--- src/hdl/ssv_pkg.sv ---
// Package for the syllable spelling validator: token tables, class
// compatibility tables, channel word layouts and the row-matching function.
// Depends on nothing; every other file but ssv_stream_if imports it.
package ssv_pkg;

    localparam int CpWidth    = 21;
    localparam int CharsWidth = 63;
    localparam int LenWidth   = 3;
    localparam int OnsetRows  = 5;
    localparam int NucRows    = 8;
    localparam int CodaRows   = 5;

    typedef logic [CpWidth-1:0]    cp_t;
    typedef logic [CharsWidth-1:0] chars_t;
    typedef logic [LenWidth-1:0]   len_t;

    localparam cp_t A_CIRC  = 21'h0000E2;
    localparam cp_t A_BREVE = 21'h000103;
    localparam cp_t E_CIRC  = 21'h0000EA;
    localparam cp_t O_CIRC  = 21'h0000F4;
    localparam cp_t O_HORN  = 21'h0001A1;
    localparam cp_t U_HORN  = 21'h0001B0;
    localparam cp_t D_BAR   = 21'h000111;
    localparam cp_t NO_CP   = 21'h000000;

    // Input word: the three parts of one syllable and the completeness flag.
    typedef struct packed {
        chars_t onset_chars;
        len_t   onset_len;
        chars_t nucleus_chars;
        len_t   nucleus_len;
        chars_t coda_chars;
        len_t   coda_len;
        logic   word_finished;
    } syl_word_t;

    // Result word: validity and the three class masks.
    typedef struct packed {
        logic                 is_valid;
        logic [OnsetRows-1:0] onset_class_mask;
        logic [NucRows-1:0]   nucleus_class_mask;
        logic [CodaRows-1:0]  coda_class_mask;
    } verdict_t;

    // One token row: class, length and up to three characters.
    typedef struct packed {
        logic [2:0] row;
        logic [1:0] len;
        cp_t        c0;
        cp_t        c1;
        cp_t        c2;
    } token_t;

    // Item as it passes from the front part to the back part.
    typedef struct packed {
        logic [OnsetRows-1:0] onset_mask;
        logic [NucRows-1:0]   nucleus_mask;
        logic [CodaRows-1:0]  coda_mask;
        logic                 onset_present;
        logic                 nucleus_present;
        logic                 coda_present;
    } class_item_t;

    localparam int OnsetCount = 33;
    localparam int NucCount   = 60;
    localparam int CodaCount  = 10;

    function automatic token_t tk(input int r, input int l, input cp_t a,
                                  input cp_t b, input cp_t c);
        token_t t;
        t.row = r[2:0];
        t.len = l[1:0];
        t.c0  = a;
        t.c1  = b;
        t.c2  = c;
        return t;
    endfunction

    function automatic cp_t ch(input byte b);
        return cp_t'(b);
    endfunction

    function automatic token_t onset_token(input int k);
        token_t t;
        t = tk(0, 0, NO_CP, NO_CP, NO_CP);
        case (k)
            0:  t = tk(0, 1, ch("b"), NO_CP, NO_CP);
            1:  t = tk(0, 1, ch("d"), NO_CP, NO_CP);
            2:  t = tk(0, 1, D_BAR, NO_CP, NO_CP);
            3:  t = tk(0, 1, ch("g"), NO_CP, NO_CP);
            4:  t = tk(0, 2, ch("g"), ch("h"), NO_CP);
            5:  t = tk(0, 1, ch("m"), NO_CP, NO_CP);
            6:  t = tk(0, 1, ch("n"), NO_CP, NO_CP);
            7:  t = tk(0, 2, ch("n"), ch("h"), NO_CP);
            8:  t = tk(0, 1, ch("p"), NO_CP, NO_CP);
            9:  t = tk(0, 2, ch("p"), ch("h"), NO_CP);
            10: t = tk(0, 1, ch("r"), NO_CP, NO_CP);
            11: t = tk(0, 1, ch("s"), NO_CP, NO_CP);
            12: t = tk(0, 1, ch("t"), NO_CP, NO_CP);
            13: t = tk(0, 2, ch("t"), ch("r"), NO_CP);
            14: t = tk(0, 1, ch("v"), NO_CP, NO_CP);
            15: t = tk(0, 1, ch("z"), NO_CP, NO_CP);
            16: t = tk(1, 1, ch("c"), NO_CP, NO_CP);
            17: t = tk(1, 1, ch("h"), NO_CP, NO_CP);
            18: t = tk(1, 1, ch("k"), NO_CP, NO_CP);
            19: t = tk(1, 2, ch("k"), ch("h"), NO_CP);
            20: t = tk(1, 2, ch("k"), ch("r"), NO_CP);
            21: t = tk(1, 2, ch("q"), ch("u"), NO_CP);
            22: t = tk(1, 2, ch("t"), ch("h"), NO_CP);
            23: t = tk(2, 2, ch("c"), ch("h"), NO_CP);
            24: t = tk(2, 2, ch("g"), ch("i"), NO_CP);
            25: t = tk(2, 1, ch("l"), NO_CP, NO_CP);
            26: t = tk(2, 2, ch("n"), ch("g"), NO_CP);
            27: t = tk(2, 3, ch("n"), ch("g"), ch("h"));
            28: t = tk(2, 1, ch("x"), NO_CP, NO_CP);
            29: t = tk(3, 1, ch("b"), NO_CP, NO_CP);
            30: t = tk(3, 1, D_BAR, NO_CP, NO_CP);
            31: t = tk(3, 1, ch("l"), NO_CP, NO_CP);
            32: t = tk(4, 1, ch("h"), NO_CP, NO_CP);
            default: t = tk(0, 0, NO_CP, NO_CP, NO_CP);
        endcase
        return t;
    endfunction

    function automatic token_t nucleus_token(input int k);
        token_t t;
        t = tk(0, 0, NO_CP, NO_CP, NO_CP);
        case (k)
            0:  t = tk(0, 1, E_CIRC, NO_CP, NO_CP);
            1:  t = tk(0, 1, ch("i"), NO_CP, NO_CP);
            2:  t = tk(0, 2, ch("u"), ch("a"), NO_CP);
            3:  t = tk(0, 2, ch("u"), E_CIRC, NO_CP);
            4:  t = tk(0, 2, ch("u"), ch("y"), NO_CP);
            5:  t = tk(0, 1, ch("y"), NO_CP, NO_CP);
            6:  t = tk(1, 1, ch("a"), NO_CP, NO_CP);
            7:  t = tk(1, 2, ch("i"), E_CIRC, NO_CP);
            8:  t = tk(1, 2, ch("o"), ch("a"), NO_CP);
            9:  t = tk(1, 3, ch("u"), ch("y"), E_CIRC);
            10: t = tk(1, 2, ch("y"), E_CIRC, NO_CP);
            11: t = tk(2, 1, A_CIRC, NO_CP, NO_CP);
            12: t = tk(2, 1, A_BREVE, NO_CP, NO_CP);
            13: t = tk(2, 1, ch("e"), NO_CP, NO_CP);
            14: t = tk(2, 1, ch("o"), NO_CP, NO_CP);
            15: t = tk(2, 2, ch("o"), ch("o"), NO_CP);
            16: t = tk(2, 1, O_CIRC, NO_CP, NO_CP);
            17: t = tk(2, 1, O_HORN, NO_CP, NO_CP);
            18: t = tk(2, 2, ch("o"), ch("e"), NO_CP);
            19: t = tk(2, 1, ch("u"), NO_CP, NO_CP);
            20: t = tk(2, 1, U_HORN, NO_CP, NO_CP);
            21: t = tk(2, 2, ch("u"), A_CIRC, NO_CP);
            22: t = tk(2, 2, ch("u"), O_CIRC, NO_CP);
            23: t = tk(2, 2, U_HORN, O_HORN, NO_CP);
            24: t = tk(3, 2, ch("o"), A_BREVE, NO_CP);
            25: t = tk(4, 2, ch("u"), O_HORN, NO_CP);
            26: t = tk(5, 2, ch("a"), ch("i"), NO_CP);
            27: t = tk(5, 2, ch("a"), ch("o"), NO_CP);
            28: t = tk(5, 2, ch("a"), ch("u"), NO_CP);
            29: t = tk(5, 2, A_CIRC, ch("u"), NO_CP);
            30: t = tk(5, 2, ch("a"), ch("y"), NO_CP);
            31: t = tk(5, 2, A_CIRC, ch("y"), NO_CP);
            32: t = tk(5, 2, ch("e"), ch("o"), NO_CP);
            33: t = tk(5, 2, E_CIRC, ch("u"), NO_CP);
            34: t = tk(5, 2, ch("i"), ch("a"), NO_CP);
            35: t = tk(5, 3, ch("i"), E_CIRC, ch("u"));
            36: t = tk(5, 2, ch("i"), ch("u"), NO_CP);
            37: t = tk(5, 3, ch("o"), ch("a"), ch("i"));
            38: t = tk(5, 3, ch("o"), ch("a"), ch("o"));
            39: t = tk(5, 3, ch("o"), ch("a"), ch("y"));
            40: t = tk(5, 3, ch("o"), ch("e"), ch("o"));
            41: t = tk(5, 2, ch("o"), ch("i"), NO_CP);
            42: t = tk(5, 2, O_CIRC, ch("i"), NO_CP);
            43: t = tk(5, 2, O_HORN, ch("i"), NO_CP);
            44: t = tk(5, 2, U_HORN, ch("a"), NO_CP);
            45: t = tk(5, 3, ch("u"), A_CIRC, ch("y"));
            46: t = tk(5, 2, ch("u"), ch("i"), NO_CP);
            47: t = tk(5, 2, U_HORN, ch("i"), NO_CP);
            48: t = tk(5, 3, ch("u"), O_CIRC, ch("i"));
            49: t = tk(5, 3, U_HORN, O_HORN, ch("i"));
            50: t = tk(5, 3, U_HORN, O_HORN, ch("u"));
            51: t = tk(5, 2, U_HORN, ch("u"), NO_CP);
            52: t = tk(5, 3, ch("u"), ch("y"), ch("a"));
            53: t = tk(5, 3, ch("u"), ch("y"), ch("u"));
            54: t = tk(5, 3, ch("u"), E_CIRC, ch("u"));
            55: t = tk(5, 3, ch("y"), E_CIRC, ch("u"));
            56: t = tk(6, 1, A_BREVE, NO_CP, NO_CP);
            57: t = tk(6, 1, ch("u"), NO_CP, NO_CP);
            58: t = tk(7, 1, ch("i"), NO_CP, NO_CP);
            59: t = tk(0, 0, NO_CP, NO_CP, NO_CP);
            default: t = tk(0, 0, NO_CP, NO_CP, NO_CP);
        endcase
        return t;
    endfunction

    function automatic token_t coda_token(input int k);
        token_t t;
        t = tk(0, 0, NO_CP, NO_CP, NO_CP);
        case (k)
            0: t = tk(0, 2, ch("c"), ch("h"), NO_CP);
            1: t = tk(0, 2, ch("n"), ch("h"), NO_CP);
            2: t = tk(1, 1, ch("c"), NO_CP, NO_CP);
            3: t = tk(1, 2, ch("n"), ch("g"), NO_CP);
            4: t = tk(2, 1, ch("m"), NO_CP, NO_CP);
            5: t = tk(2, 1, ch("n"), NO_CP, NO_CP);
            6: t = tk(2, 1, ch("p"), NO_CP, NO_CP);
            7: t = tk(2, 1, ch("t"), NO_CP, NO_CP);
            8: t = tk(3, 1, ch("k"), NO_CP, NO_CP);
            9: t = tk(4, 1, ch("c"), NO_CP, NO_CP);
            default: t = tk(0, 0, NO_CP, NO_CP, NO_CP);
        endcase
        return t;
    endfunction

    // Allowed nucleus classes per onset class.
    function automatic logic [NucRows-1:0] cv_allow(input int i);
        logic [NucRows-1:0] m;
        case (i)
            0: m = 8'h27;
            1: m = 8'h3F;
            2: m = 8'h2F;
            3: m = 8'h40;
            4: m = 8'h80;
            default: m = 8'h00;
        endcase
        return m;
    endfunction

    // Allowed coda classes per nucleus class.
    function automatic logic [CodaRows-1:0] vc_allow(input int i);
        logic [CodaRows-1:0] m;
        case (i)
            0: m = 5'h05;
            1: m = 5'h07;
            2: m = 5'h06;
            3: m = 5'h06;
            6: m = 5'h08;
            7: m = 5'h10;
            default: m = 5'h00;
        endcase
        return m;
    endfunction

    // Diacritic folding of a token character.
    function automatic cp_t toneless(input cp_t c);
        cp_t r;
        case (c)
            A_CIRC, A_BREVE: r = ch("a");
            E_CIRC:          r = ch("e");
            O_CIRC, O_HORN:  r = ch("o");
            U_HORN:          r = ch("u");
            D_BAR:           r = ch("d");
            default:         r = c;
        endcase
        return r;
    endfunction

    // Does one token row match the part under the given rules?
    function automatic logic token_match(input token_t t, input chars_t chars,
                                         input len_t len, input logic full,
                                         input logic complete);
        cp_t  p [3];
        cp_t  tc [3];
        logic ok;
        p[0]  = chars[CpWidth-1:0];
        p[1]  = chars[2*CpWidth-1:CpWidth];
        p[2]  = chars[3*CpWidth-1:2*CpWidth];
        tc[0] = t.c0;
        tc[1] = t.c1;
        tc[2] = t.c2;
        ok = (len != 3'd0) && (len <= 3'd3) && (t.len != 2'd0);
        if ({1'b0, t.len} < len || (full && {1'b0, t.len} > len))
            ok = 1'b0;
        for (int i = 0; i < 3; i++)
        begin
            if (i < int'(len) && p[i] != tc[i] && (complete || toneless(tc[i]) != p[i]))
                ok = 1'b0;
        end
        return ok;
    endfunction

endpackage

--- src/hdl/ssv_back.sv ---
// Back part: checks class compatibility and holds the result word in an
// output register. Depends on ssv_pkg.
module ssv_back (
    input  logic                               clk,
    input  logic                               rst_n,
    input  logic                               in_valid,
    output logic                               in_ready,
    input  ssv_pkg::class_item_t               in_item,
    output logic                               out_valid,
    input  logic                               out_ready,
    output logic                               is_valid,
    output logic [ssv_pkg::OnsetRows-1:0]      onset_class_mask,
    output logic [ssv_pkg::NucRows-1:0]        nucleus_class_mask,
    output logic [ssv_pkg::CodaRows-1:0]       coda_class_mask
);
    import ssv_pkg::*;

    logic                 valid_reg;
    logic                 ok_reg;
    logic                 ok_next;
    logic [OnsetRows-1:0] om_reg;
    logic [NucRows-1:0]   nm_reg;
    logic [CodaRows-1:0]  cm_reg;

    assign in_ready           = !valid_reg || out_ready;
    assign out_valid          = valid_reg;
    assign is_valid           = ok_reg;
    assign onset_class_mask   = om_reg;
    assign nucleus_class_mask = nm_reg;
    assign coda_class_mask    = cm_reg;

    // Validity from the masks and the compatibility tables.
    always_comb
    begin
        logic cv;
        logic vc;
        cv = 1'b0;
        vc = 1'b0;
        for (int i = 0; i < OnsetRows; i++)
        begin
            if (in_item.onset_mask[i] && ((cv_allow(i) & in_item.nucleus_mask) != '0))
                cv = 1'b1;
        end
        for (int i = 0; i < NucRows; i++)
        begin
            if (in_item.nucleus_mask[i] && ((vc_allow(i) & in_item.coda_mask) != '0))
                vc = 1'b1;
        end
        if (in_item.onset_mask == '0)
            cv = 1'b1;
        if (in_item.coda_mask == '0)
            vc = 1'b1;
        if ((in_item.onset_present && in_item.onset_mask == '0)
            || (in_item.nucleus_present && in_item.nucleus_mask == '0)
            || (in_item.coda_present && in_item.coda_mask == '0))
            ok_next = 1'b0;
        else if (in_item.nucleus_mask == '0)
            ok_next = in_item.onset_mask != '0;
        else
            ok_next = cv && vc;
    end

    // Output valid flag.
    always_ff @(posedge clk or negedge rst_n)
    begin
        if (!rst_n)
            valid_reg <= 1'b0;
        else if (in_ready)
            valid_reg <= in_valid;
    end

    // Output word.
    always_ff @(posedge clk)
    begin
        if (in_valid && in_ready)
        begin
            ok_reg <= ok_next;
            om_reg <= in_item.onset_mask;
            nm_reg <= in_item.nucleus_mask;
            cm_reg <= in_item.coda_mask;
        end
    end

    assert property (@(posedge clk) disable iff (!rst_n)
        valid_reg && ok_reg |-> (om_reg != '0 || nm_reg != '0))
        else $error("valid answer with no matched class");
    assert property (@(posedge clk) disable iff (!rst_n)
        valid_reg && !out_ready |=> valid_reg && $stable(ok_reg))
        else $error("stalled result changed");
    assert property (@(posedge clk) disable iff (!rst_n)
        in_valid && in_ready |=> valid_reg)
        else $error("accepted word not presented");
endmodule

--- config.mk ---
export PLATFORM = sky130hd
export DESIGN_NAME = ssv_back
export DESIGN_NICKNAME = d
export VERILOG_FILES = /design/src/hdl/ssv_pkg.sv /design/src/hdl/ssv_back.sv
export SDC_FILE = /design/constraint.sdc
export NUM_CORES = 1
export LEC_CHECK = 0
export BUFFER_PORTS_ARGS = -buffer_cell sky130_fd_sc_hd__buf_2
export CORE_UTILIZATION = 44
export DETAILED_ROUTE_END_ITERATION = 7
export PLACE_DENSITY = 0.81
export SYNTH_ARGS = -nofsm -noshare
export SYNTH_HDL_FRONTEND = slang
export SYNTH_SLANG_ARGS = --single-unit
--- constraint.sdc ---
create_clock -name clk -period 2.86 [get_ports clk]
set_input_delay 0.572 -clock clk [delete_from_list [all_inputs] [get_ports clk]]
set_output_delay 0.572 -clock clk [all_outputs]
set_load 0.02 [all_outputs]
==> reports/metrics.yaml <==
clkSinkCount: 20
core_area_um2: 1590
tritoncts: "done"
via_per_inst: 5.04
synth-edff-count: 19
io_buffers: 45
cts-buffers-inserted: 3
r2r-end: "nucleus_class_mask[5]$_DFFE_PP_"
hpwl_um: 1310
critPathArrivalTime_ps: 1010
drt_first_pass_iters: 4
die_width_um: 44.4
postCtsSetupBuffers: 0
antenna_left: 0
cp_max_fo: 3
overflow: 0
grt_pass1_vias: 557
yosys_warnings: 0
max_freq_mhz: 634
die_area_um2: 1970
powerDensity_nw_per_um2: 542
grt_max_degree: 20
crit_path_end: "in_ready"
n_fill_cell: 127
synthCells: 48
rows: 14
drv_cap: 0
wl_per_cell_um: 13.6
async_flop_share_pct: 5.00
hold_class: "input pin to asynchronous set/reset pin"
status: "finished clean"
drive_above_1_share_pct: 54.6
postCtsHoldBufs: 0
fin_tns_setup_ps: 0
die_height_um: 44.4
via_count: 610
skew_ps: 1.05
ys_seq_area_share_pct: 75.4
avgSynthCellArea_um2: 16.4
clk_pin_slew_worst_paths_ps: 100
antenna_found_initial: 0
setup_viol: 0
min_period_ps: 1580
ff2ff_path_depth: 2
gp_congestion: 0.695
rsz0062_at_grt: "no"
relSlewSlack_pct: 45.2
grt_first_pass_wirelength_um: 2370
multi_input_area_um2: 190
start_kind: "input pin"
critPathKind: "input pin to primary output"
worstReg2RegStart: "out_valid$_DFFE_PN0N_"
crit_required_ps: 2290
synth_ff_type: "edfxtp_1"
whs_ps: 32.0
p_leak_nw: 0.450
area_growth_pct: 36.9
cp-end-kind: "primary output"
grt_usage_pct: 17.4
startpoint: "out_ready"
rrSetupSlack_ps: 1290
nNetsFinal: 123
htree_levels: 1
synth_area_um2: 790
routed_wl_um: 1640
drt-initial-drc-count: 17
finalMaxSlewViolations: 0
worstMarginPinSlew_ps: 822
diodes: 0
initial_utilization_pct: 49.5
cts_resized: 0
clockBufferDepth: 2
synth-seq-cells: 20
period_share_pct: 55.2
drcViolationCount: 0
io_pins: 46
peakVddDrop_mv: 0.302
worstSkewPairLatency_ps: 290
cts_root_buf: "clkbuf_4"
syn-num-nets: 73
regArea_um2: 596
finalHoldViolations: 0
netlist-cell-type-count: 22
==> layout make-up <==
class                   count  share of cell area, %
flip-flops and latches     20                   55.1
well taps                  24                   2.78
repair buffers             45                   20.8
inverters                   1                  0.347
multi-input cells          27                   17.6
clock buffers               4                   3.36
==> sequential cells by signal, summed over array words and instances, names as in the netlist <==
register,flops
nucleus_class_mask,8
onset_class_mask,5
is_valid,1
out_valid,1
coda_class_mask,5
==> logic make-up (layout without fill, tap and decap cells) <==
family | after synthesis | in the layout | share of synthesized area (%)
AOI/OAI and AO/OA | 7 | 7 | 6.02
buffers and inverters | 1 | 50 | 0.475
DFF | 20 | 20 | 75.4
muxes | 1 | 1 | 1.27
and+or+nand+nor | 19 | 19 | 16.8
==> synth_stat cells, types with 2 or more instances <==
library cell | instances | area, um2
nand2_1 | 2 | 7.51
nor2_1 | 4 | 15.0
nand3_1 | 4 | 20.0
edfxtp_1 | 19 | 571
nand2b_1 | 2 | 12.5
==> worst max-delay path: stages <==
cell and delay [ps]:
buf_2 90, nand2b_1 170, buf_2 170
==> power by group <==
part / internal (W) / leakage [nW] / switching, W
Sequential: 0.000340 / 0.191 / 0.00000384
Clock: 0.0000775 / 0.0210 / 0.0000800
Combinational: 0.0000312 / 0.238 / 0.0000538
==> placed cells by master (no fill, tap or decap), types with 2 or more instances in the layout <==
cell	count
buf_2	45
clkbuf_4	3
edfxtp_1	19
nand2_1	2
nand2b_1	2
nand3_1	4
nor2_1	4
==> worst min path at each step <==
stage                                       end  slack [ps]  cells after the start
after floorplan           out_valid$_DFFE_PN0N_         280                      0
after global placement    out_valid$_DFFE_PN0N_         350                      1
after detailed placement  out_valid$_DFFE_PN0N_         350                      1
after CTS                 out_valid$_DFFE_PN0N_          30                      1
after global routing      out_valid$_DFFE_PN0N_          20                      1
final                     out_valid$_DFFE_PN0N_          30                      1
==> routing by layer <==
metal	wire length, um	part of all wire (%)	global-route usage (%)	up-vias
met3	93	5.7	1.63	4
met2	917	56	32.6	29
met4	39	2.4	10.9	0
met5	0	0	0	-
met1	592	36	18.5	287
li1	-	-	-	290
==> per-stage QoR <==
stage	util [%]	std cells	cell area (um2)	total power [W]	worst slack, ps
after floorplan	-	48	790	0.000392	1110
after global placement	65.5	117	1040	0.000433	1090
after detailed placement	65.5	117	1040	0.000436	1030
after CTS	67.8	121	1080	0.000591	1290
after global routing	67.8	121	1080	0.000608	1210
final	67.8	121	1080	0.000586	1280
No activity file was read; power rests on OpenSTA's default activity.
