`config.mk`:
```
export PLATFORM = sky130hd
export DESIGN_NAME = ssv_queue
export DESIGN_NICKNAME = d
export VERILOG_FILES = /design/src/hdl/ssv_pkg.sv /design/src/hdl/ssv_queue.sv
export SDC_FILE = /design/constraint.sdc
export NUM_CORES = 1
export LEC_CHECK = 0
export BUFFER_PORTS_ARGS = -buffer_cell sky130_fd_sc_hd__buf_2
export CORE_MARGIN = 2
export CORE_UTILIZATION = 50
export CTS_CLUSTER_SIZE = 10
export DETAILED_ROUTE_END_ITERATION = 8
export PLACE_DENSITY = 0.87
export SYNTH_ARGS = -nofsm -noshare
export SYNTH_HDL_FRONTEND = slang
export SYNTH_SLANG_ARGS = --single-unit
```
`constraint.sdc`:
```
create_clock -name clk -period 2.5 [get_ports clk]
set_clock_uncertainty 0.1 [all_clocks]
set_input_delay 0.125 -clock clk [delete_from_list [all_inputs] [get_ports clk]]
set_output_delay 0.125 -clock clk [all_outputs]
set_load 0.01 [all_outputs]
```
`src/hdl/ssv_pkg.sv`:
```
// Package for the syllable spelling validator: token tables, class
// compatibility tables, channel word layouts and the row-matching function.
// Depends on nothing; every other file but ssv_stream_if imports it.
package ssv_pkg;

    localparam int CpWidth    = 21;
    localparam int CharsWidth = 63;
    localparam int LenWidth   = 3;
    localparam int OnsetRows  = 5;
    localparam int NucRows    = 8;
    localparam int CodaRows   = 5;

    typedef logic [CpWidth-1:0]    cp_t;
    typedef logic [CharsWidth-1:0] chars_t;
    typedef logic [LenWidth-1:0]   len_t;

    localparam cp_t A_CIRC  = 21'h0000E2;
    localparam cp_t A_BREVE = 21'h000103;
    localparam cp_t E_CIRC  = 21'h0000EA;
    localparam cp_t O_CIRC  = 21'h0000F4;
    localparam cp_t O_HORN  = 21'h0001A1;
    localparam cp_t U_HORN  = 21'h0001B0;
    localparam cp_t D_BAR   = 21'h000111;
    localparam cp_t NO_CP   = 21'h000000;

    // Input word: the three parts of one syllable and the completeness flag.
    typedef struct packed {
        chars_t onset_chars;
        len_t   onset_len;
        chars_t nucleus_chars;
        len_t   nucleus_len;
        chars_t coda_chars;
        len_t   coda_len;
        logic   word_finished;
    } syl_word_t;

    // Result word: validity and the three class masks.
    typedef struct packed {
        logic                 is_valid;
        logic [OnsetRows-1:0] onset_class_mask;
        logic [NucRows-1:0]   nucleus_class_mask;
        logic [CodaRows-1:0]  coda_class_mask;
    } verdict_t;

    // One token row: class, length and up to three characters.
    typedef struct packed {
        logic [2:0] row;
        logic [1:0] len;
        cp_t        c0;
        cp_t        c1;
        cp_t        c2;
    } token_t;

    // Item as it passes from the front part to the back part.
    typedef struct packed {
        logic [OnsetRows-1:0] onset_mask;
        logic [NucRows-1:0]   nucleus_mask;
        logic [CodaRows-1:0]  coda_mask;
        logic                 onset_present;
        logic                 nucleus_present;
        logic                 coda_present;
    } class_item_t;

    localparam int OnsetCount = 33;
    localparam int NucCount   = 60;
    localparam int CodaCount  = 10;

    function automatic token_t tk(input int r, input int l, input cp_t a,
                                  input cp_t b, input cp_t c);
        token_t t;
        t.row = r[2:0];
        t.len = l[1:0];
        t.c0  = a;
        t.c1  = b;
        t.c2  = c;
        return t;
    endfunction

    function automatic cp_t ch(input byte b);
        return cp_t'(b);
    endfunction

    function automatic token_t onset_token(input int k);
        token_t t;
        t = tk(0, 0, NO_CP, NO_CP, NO_CP);
        case (k)
            0:  t = tk(0, 1, ch("b"), NO_CP, NO_CP);
            1:  t = tk(0, 1, ch("d"), NO_CP, NO_CP);
            2:  t = tk(0, 1, D_BAR, NO_CP, NO_CP);
            3:  t = tk(0, 1, ch("g"), NO_CP, NO_CP);
            4:  t = tk(0, 2, ch("g"), ch("h"), NO_CP);
            5:  t = tk(0, 1, ch("m"), NO_CP, NO_CP);
            6:  t = tk(0, 1, ch("n"), NO_CP, NO_CP);
            7:  t = tk(0, 2, ch("n"), ch("h"), NO_CP);
            8:  t = tk(0, 1, ch("p"), NO_CP, NO_CP);
            9:  t = tk(0, 2, ch("p"), ch("h"), NO_CP);
            10: t = tk(0, 1, ch("r"), NO_CP, NO_CP);
            11: t = tk(0, 1, ch("s"), NO_CP, NO_CP);
            12: t = tk(0, 1, ch("t"), NO_CP, NO_CP);
            13: t = tk(0, 2, ch("t"), ch("r"), NO_CP);
            14: t = tk(0, 1, ch("v"), NO_CP, NO_CP);
            15: t = tk(0, 1, ch("z"), NO_CP, NO_CP);
            16: t = tk(1, 1, ch("c"), NO_CP, NO_CP);
            17: t = tk(1, 1, ch("h"), NO_CP, NO_CP);
            18: t = tk(1, 1, ch("k"), NO_CP, NO_CP);
            19: t = tk(1, 2, ch("k"), ch("h"), NO_CP);
            20: t = tk(1, 2, ch("k"), ch("r"), NO_CP);
            21: t = tk(1, 2, ch("q"), ch("u"), NO_CP);
            22: t = tk(1, 2, ch("t"), ch("h"), NO_CP);
            23: t = tk(2, 2, ch("c"), ch("h"), NO_CP);
            24: t = tk(2, 2, ch("g"), ch("i"), NO_CP);
            25: t = tk(2, 1, ch("l"), NO_CP, NO_CP);
            26: t = tk(2, 2, ch("n"), ch("g"), NO_CP);
            27: t = tk(2, 3, ch("n"), ch("g"), ch("h"));
            28: t = tk(2, 1, ch("x"), NO_CP, NO_CP);
            29: t = tk(3, 1, ch("b"), NO_CP, NO_CP);
            30: t = tk(3, 1, D_BAR, NO_CP, NO_CP);
            31: t = tk(3, 1, ch("l"), NO_CP, NO_CP);
            32: t = tk(4, 1, ch("h"), NO_CP, NO_CP);
            default: t = tk(0, 0, NO_CP, NO_CP, NO_CP);
        endcase
        return t;
    endfunction

    function automatic token_t nucleus_token(input int k);
        token_t t;
        t = tk(0, 0, NO_CP, NO_CP, NO_CP);
        case (k)
            0:  t = tk(0, 1, E_CIRC, NO_CP, NO_CP);
            1:  t = tk(0, 1, ch("i"), NO_CP, NO_CP);
            2:  t = tk(0, 2, ch("u"), ch("a"), NO_CP);
            3:  t = tk(0, 2, ch("u"), E_CIRC, NO_CP);
            4:  t = tk(0, 2, ch("u"), ch("y"), NO_CP);
            5:  t = tk(0, 1, ch("y"), NO_CP, NO_CP);
            6:  t = tk(1, 1, ch("a"), NO_CP, NO_CP);
            7:  t = tk(1, 2, ch("i"), E_CIRC, NO_CP);
            8:  t = tk(1, 2, ch("o"), ch("a"), NO_CP);
            9:  t = tk(1, 3, ch("u"), ch("y"), E_CIRC);
            10: t = tk(1, 2, ch("y"), E_CIRC, NO_CP);
            11: t = tk(2, 1, A_CIRC, NO_CP, NO_CP);
            12: t = tk(2, 1, A_BREVE, NO_CP, NO_CP);
            13: t = tk(2, 1, ch("e"), NO_CP, NO_CP);
            14: t = tk(2, 1, ch("o"), NO_CP, NO_CP);
            15: t = tk(2, 2, ch("o"), ch("o"), NO_CP);
            16: t = tk(2, 1, O_CIRC, NO_CP, NO_CP);
            17: t = tk(2, 1, O_HORN, NO_CP, NO_CP);
            18: t = tk(2, 2, ch("o"), ch("e"), NO_CP);
            19: t = tk(2, 1, ch("u"), NO_CP, NO_CP);
            20: t = tk(2, 1, U_HORN, NO_CP, NO_CP);
            21: t = tk(2, 2, ch("u"), A_CIRC, NO_CP);
            22: t = tk(2, 2, ch("u"), O_CIRC, NO_CP);
            23: t = tk(2, 2, U_HORN, O_HORN, NO_CP);
            24: t = tk(3, 2, ch("o"), A_BREVE, NO_CP);
            25: t = tk(4, 2, ch("u"), O_HORN, NO_CP);
            26: t = tk(5, 2, ch("a"), ch("i"), NO_CP);
            27: t = tk(5, 2, ch("a"), ch("o"), NO_CP);
            28: t = tk(5, 2, ch("a"), ch("u"), NO_CP);
            29: t = tk(5, 2, A_CIRC, ch("u"), NO_CP);
            30: t = tk(5, 2, ch("a"), ch("y"), NO_CP);
            31: t = tk(5, 2, A_CIRC, ch("y"), NO_CP);
            32: t = tk(5, 2, ch("e"), ch("o"), NO_CP);
            33: t = tk(5, 2, E_CIRC, ch("u"), NO_CP);
            34: t = tk(5, 2, ch("i"), ch("a"), NO_CP);
            35: t = tk(5, 3, ch("i"), E_CIRC, ch("u"));
            36: t = tk(5, 2, ch("i"), ch("u"), NO_CP);
            37: t = tk(5, 3, ch("o"), ch("a"), ch("i"));
            38: t = tk(5, 3, ch("o"), ch("a"), ch("o"));
            39: t = tk(5, 3, ch("o"), ch("a"), ch("y"));
            40: t = tk(5, 3, ch("o"), ch("e"), ch("o"));
            41: t = tk(5, 2, ch("o"), ch("i"), NO_CP);
            42: t = tk(5, 2, O_CIRC, ch("i"), NO_CP);
            43: t = tk(5, 2, O_HORN, ch("i"), NO_CP);
            44: t = tk(5, 2, U_HORN, ch("a"), NO_CP);
            45: t = tk(5, 3, ch("u"), A_CIRC, ch("y"));
            46: t = tk(5, 2, ch("u"), ch("i"), NO_CP);
            47: t = tk(5, 2, U_HORN, ch("i"), NO_CP);
            48: t = tk(5, 3, ch("u"), O_CIRC, ch("i"));
            49: t = tk(5, 3, U_HORN, O_HORN, ch("i"));
            50: t = tk(5, 3, U_HORN, O_HORN, ch("u"));
            51: t = tk(5, 2, U_HORN, ch("u"), NO_CP);
            52: t = tk(5, 3, ch("u"), ch("y"), ch("a"));
            53: t = tk(5, 3, ch("u"), ch("y"), ch("u"));
            54: t = tk(5, 3, ch("u"), E_CIRC, ch("u"));
            55: t = tk(5, 3, ch("y"), E_CIRC, ch("u"));
            56: t = tk(6, 1, A_BREVE, NO_CP, NO_CP);
            57: t = tk(6, 1, ch("u"), NO_CP, NO_CP);
            58: t = tk(7, 1, ch("i"), NO_CP, NO_CP);
            59: t = tk(0, 0, NO_CP, NO_CP, NO_CP);
            default: t = tk(0, 0, NO_CP, NO_CP, NO_CP);
        endcase
        return t;
    endfunction

    function automatic token_t coda_token(input int k);
        token_t t;
        t = tk(0, 0, NO_CP, NO_CP, NO_CP);
        case (k)
            0: t = tk(0, 2, ch("c"), ch("h"), NO_CP);
            1: t = tk(0, 2, ch("n"), ch("h"), NO_CP);
            2: t = tk(1, 1, ch("c"), NO_CP, NO_CP);
            3: t = tk(1, 2, ch("n"), ch("g"), NO_CP);
            4: t = tk(2, 1, ch("m"), NO_CP, NO_CP);
            5: t = tk(2, 1, ch("n"), NO_CP, NO_CP);
            6: t = tk(2, 1, ch("p"), NO_CP, NO_CP);
            7: t = tk(2, 1, ch("t"), NO_CP, NO_CP);
            8: t = tk(3, 1, ch("k"), NO_CP, NO_CP);
            9: t = tk(4, 1, ch("c"), NO_CP, NO_CP);
            default: t = tk(0, 0, NO_CP, NO_CP, NO_CP);
        endcase
        return t;
    endfunction

    // Allowed nucleus classes per onset class.
    function automatic logic [NucRows-1:0] cv_allow(input int i);
        logic [NucRows-1:0] m;
        case (i)
            0: m = 8'h27;
            1: m = 8'h3F;
            2: m = 8'h2F;
            3: m = 8'h40;
            4: m = 8'h80;
            default: m = 8'h00;
        endcase
        return m;
    endfunction

    // Allowed coda classes per nucleus class.
    function automatic logic [CodaRows-1:0] vc_allow(input int i);
        logic [CodaRows-1:0] m;
        case (i)
            0: m = 5'h05;
            1: m = 5'h07;
            2: m = 5'h06;
            3: m = 5'h06;
            6: m = 5'h08;
            7: m = 5'h10;
            default: m = 5'h00;
        endcase
        return m;
    endfunction

    // Diacritic folding of a token character.
    function automatic cp_t toneless(input cp_t c);
        cp_t r;
        case (c)
            A_CIRC, A_BREVE: r = ch("a");
            E_CIRC:          r = ch("e");
            O_CIRC, O_HORN:  r = ch("o");
            U_HORN:          r = ch("u");
            D_BAR:           r = ch("d");
            default:         r = c;
        endcase
        return r;
    endfunction

    // Does one token row match the part under the given rules?
    function automatic logic token_match(input token_t t, input chars_t chars,
                                         input len_t len, input logic full,
                                         input logic complete);
        cp_t  p [3];
        cp_t  tc [3];
        logic ok;
        p[0]  = chars[CpWidth-1:0];
        p[1]  = chars[2*CpWidth-1:CpWidth];
        p[2]  = chars[3*CpWidth-1:2*CpWidth];
        tc[0] = t.c0;
        tc[1] = t.c1;
        tc[2] = t.c2;
        ok = (len != 3'd0) && (len <= 3'd3) && (t.len != 2'd0);
        if ({1'b0, t.len} < len || (full && {1'b0, t.len} > len))
            ok = 1'b0;
        for (int i = 0; i < 3; i++)
        begin
            if (i < int'(len) && p[i] != tc[i] && (complete || toneless(tc[i]) != p[i]))
                ok = 1'b0;
        end
        return ok;
    endfunction

endpackage

```
`src/hdl/ssv_queue.sv`:
```
// Two-entry queue between the front and back parts.
// Depends on ssv_pkg.
module ssv_queue (
    input  logic                 clk,
    input  logic                 rst_n,
    input  logic                 in_valid,
    output logic                 in_ready,
    input  ssv_pkg::class_item_t in_item,
    output logic                 out_valid,
    input  logic                 out_ready,
    output ssv_pkg::class_item_t out_item
);
    import ssv_pkg::*;

    class_item_t mem [2];
    logic        wr_ptr_reg;
    logic        rd_ptr_reg;
    logic [1:0]  count_reg;
    logic        push;
    logic        pop;

    assign in_ready  = count_reg != 2'd2;
    assign out_valid = count_reg != 2'd0;
    assign out_item  = mem[rd_ptr_reg];
    assign push      = in_valid && in_ready;
    assign pop       = out_valid && out_ready;

    // Pointers and fill count.
    always_ff @(posedge clk or negedge rst_n)
    begin
        if (!rst_n)
        begin
            wr_ptr_reg <= 1'b0;
            rd_ptr_reg <= 1'b0;
            count_reg  <= 2'd0;
        end
        else
        begin
            if (push)
                wr_ptr_reg <= !wr_ptr_reg;
            if (pop)
                rd_ptr_reg <= !rd_ptr_reg;
            count_reg <= count_reg + {1'b0, push} - {1'b0, pop};
        end
    end

    // Entry storage.
    always_ff @(posedge clk)
    begin
        if (push)
            mem[wr_ptr_reg] <= in_item;
    end

    assert property (@(posedge clk) disable iff (!rst_n) count_reg <= 2'd2)
        else $error("queue count overflow");
    assert property (@(posedge clk) disable iff (!rst_n)
        (count_reg == 2'd0 || count_reg == 2'd2) |-> wr_ptr_reg == rd_ptr_reg)
        else $error("queue pointers disagree with count");
    assert property (@(posedge clk) disable iff (!rst_n)
        push && !pop |=> count_reg == $past(count_reg) + 2'd1)
        else $error("queue count missed a push");
endmodule

```
==> impl_metrics.csv <==
group,metric,value,unit
status,status,"completed",
drt,drt-initial-drc-count,20,
pwr,irDropWorstVdd,0.820,mV
placement,gp_congestion,0.652,
grt,first_global_vias,1109,
drt,drtPass1Iterations,3,
sta,report.final.slew_viol_count,0,
drt,vias,1036,
clock_tree,clock_sinks,46,
pwr,cellLeakagePower,0.000904,µW
floorplan,die_width,63.0,µm
sta,holdWs,0.0530,ns
synthesis,synth_top_area_cell,"edfxtp_1",
floorplan,initial_core_util,0.522,
clock_tree,cts_hold_buf,24,
floorplan,die-area,3970,µm²
grt,grt_pass1_wl,4770,µm
worst_setup_path,worstReg2RegStart,"count_reg[0]",
worst_setup_path,crit_required,2.28,ns
hold_path,holdPathEnd,"wr_ptr_reg",
finish,regArea,1360,µm²
clock_tree,cts_root_buf,"clkbuf_4",
finish,area_delta_synth_final,34.9,%
hold_path,holdPathStages,3,
worst_setup_path,crit_arrival,1.85,ns
worst_setup_path,path_cells,"mux2_2 -> buf_2",
synthesis,ys_seq_area_frac,0.782,
floorplan,die_y,63.0,µm
finish,largest_reg_flops,42,
pwr,power_density,994,nW/µm²
finish,fillers,239,
grt,grt_usage,0.162,
synthesis,ys_types,17,
hold_path,hold_start,"in_valid",
sta,tns,0,ns
worst_setup_path,critPathKind,"flip-flop to primary output",
clock_tree,insertion_delay,0.34,ns
sta,period_minus_slack,2.07,ns
clock_tree,path_clk_slew,0.11,ns
clock_tree,numCtsBuffers,5,
synthesis,synth_top_area_frac,0.724,
worst_setup_path,path_max_fanout,22,
synthesis,netlist_area,1740,µm²
synthesis,ys_ff_latch,46,
drt,drc,0,
sta,slew_headroom,0.403,
finish,fin_area,2350,µm²
finish,drive_gt1_frac,0.491,
job,cap_violations,0,
pwr,switching_power,676,µW
worst_setup_path,max_stage_delay,0.95,ns
worst_setup_path,slowest_stage,"dfrtp_1",
pwr,power.internal,1660,µW
hold_path,hold_class,"primary input to flip-flop",
placement,place_ws,0.699,ns
worst_setup_path,startpoint_type,"flip-flop",
floorplan,boundaryPins,48,
pwr,finalPower,2340,µW
sta,fmax,482,MHz
drt,wl_per_cell,14.3,µm
worst_setup_path,endpoint_kind,"primary output",
clock_tree,htree_levels,2,
floorplan,fp.coreArea,3340,µm²
synthesis,yosys_warnings,0,
sta,period_share,0.830,
pwr,power_frac_seq,0.509,
sta,worstMarginPinSlew,0.895,ns
finish,n_antenna_cell,0,
drt,viasPerCell,4.91,
placement,hpwlAfterDp,1970,µm
worst_setup_path,rrSetupSlack,0.70,ns
floorplan,rows,21,
clock_tree,ctsResizeCount,0,
clock_tree,postCtsSetupRepairBufs,0,
grt,antenna_found_initial,0,
sta,hold_viol,0,
placement,dpl_cell_area,2030,µm²
pwr,power_frac_comb,0.312,
drt,ant_nets,0,
sta,rsz0062_at_grt,"no",
sta,layout_setup_ws,0.425,ns
synthesis,synthTopCellsByArea,"edfxtp_1 (72%), mux2_2 (14%), dfrtp_1 (5.7%), xnor2_1 (1.5%), a311oi_2 (0.86%)",
pwr,switching_share,0.290,
sta,setup_viol,0,
worst_setup_path,rr_worst_depth,4,
grt,grt-ovfl-total,0,
worst_setup_path,reg2reg_to,"mem[0][20]",
synthesis,avgSynthCellArea,20.0,µm²
drt,drt-total-wl,3020,µm
synthesis,synth.net_count,113,
synthesis,synth_cells,87,
finish,multi_input_area,373,µm²
pwr,p_clk_frac,0.179,
finish,nNetsFinal,190,
clock_tree,cts_tree,"done",
grt,grt_max_degree,23,
clock_tree,clock_path_buffers,2,
placement,port_buffers,47,
## cell usage after synthesis
cell type / instances
or2_2: 1
edfxtp_1: 42
nand2_1: 2
mux2_2: 21
o21ba_2: 1
and4bb_1: 1
and2b_2: 1
nand3_1: 1
nand2b_1: 1
a311oi_2: 1
and3_2: 1
xnor2_1: 3
buf_2: 2
o21ai_0: 1
ha_1: 1
nor2_1: 3
dfrtp_1: 4
## per-stage QoR
stage	utilization	instances
final	0.704	211
after global routing	0.704	211
after CTS	0.704	211
after detailed placement	0.610	179
after global placement	0.610	179
after floorplan	-	87
## worst max-delay path: cells and delay by family (launching register included)
kind,cells,cell delay [ns]
DFF,1,0.95
muxes,1,0.42
buffers and inverters,1,0.14
## cells by family (layout without fill, tap and decap cells)
logic type      count (synthesis)  in the layout  synth area share
flops                          46             46             0.782
mux                            21             21             0.136
simple gates                   11             11            0.0374
compound gates                  3              3            0.0172
xor+xnor                        3              3            0.0151
buf+inv                         2             80           0.00575
fa+ha+maj                       1              1           0.00718
## per-layer routing
metal  GRT usage  part of all wire  vias up  wire [µm]
li1            -                 -      491          -
met1       0.174              0.41      495       1220
met2       0.283              0.50       40       1520
met3      0.0450             0.062       10        188
met4      0.0944             0.027        0         82
met5           0                 0        -          0
## worst max-delay path by stage
| stage | slack (ns) | to | cells after the start | from |
|---|---|---|---|---|
| 3_3_place_gp | 0.80 | mem[0][1] | 4 | count_reg[0] |
| 6_report | 0.43 | out_item[12] | 2 | rd_ptr_reg |
| 4_1_cts | 0.38 | out_item[5] | 2 | rd_ptr_reg |
| 5_1_grt | 0.31 | out_item[12] | 2 | rd_ptr_reg |
| 3_5_place_dp | 0.70 | mem[0][1] | 4 | count_reg[0] |
| 2_1_floorplan | 0.39 | mem[0][0] | 3 | count_reg[0] |
## cells in the final DEF, fill, tap and decap left out, drive strengths merged
cell type / count
nand2b: 1
nand2: 2
nor2: 3
xnor2: 3
and3: 1
and2b: 1
or2: 1
edfxtp: 42
bufinv: 1
o21ai: 1
clkbuf: 7
ha: 1
dlygate4sd3: 24
a311oi: 1
mux2: 21
buf: 48
nand3: 1
o21ba: 1
dfrtp: 4
and4bb: 1
## cell type report
class	instances	share of cell area
Tap cell	46	0.0245
Timing Repair Buffer	72	0.206
Multi-Input combinational cell	39	0.159
Clock inverter	1	0.0128
Sequential cell	46	0.579
Clock buffer	7	0.0192
## power groups by stage
stage	sequential (µW)	clock (µW)	combinational [µW]
6_report	1190	418	728
5_1_grt	1210	456	790
4_1_cts	1190	430	739
3_5_place_dp	1210	0	704
3_3_place_gp	1190	0	684
2_1_floorplan	1130	0	514
(Power assumes the default switching activity.)
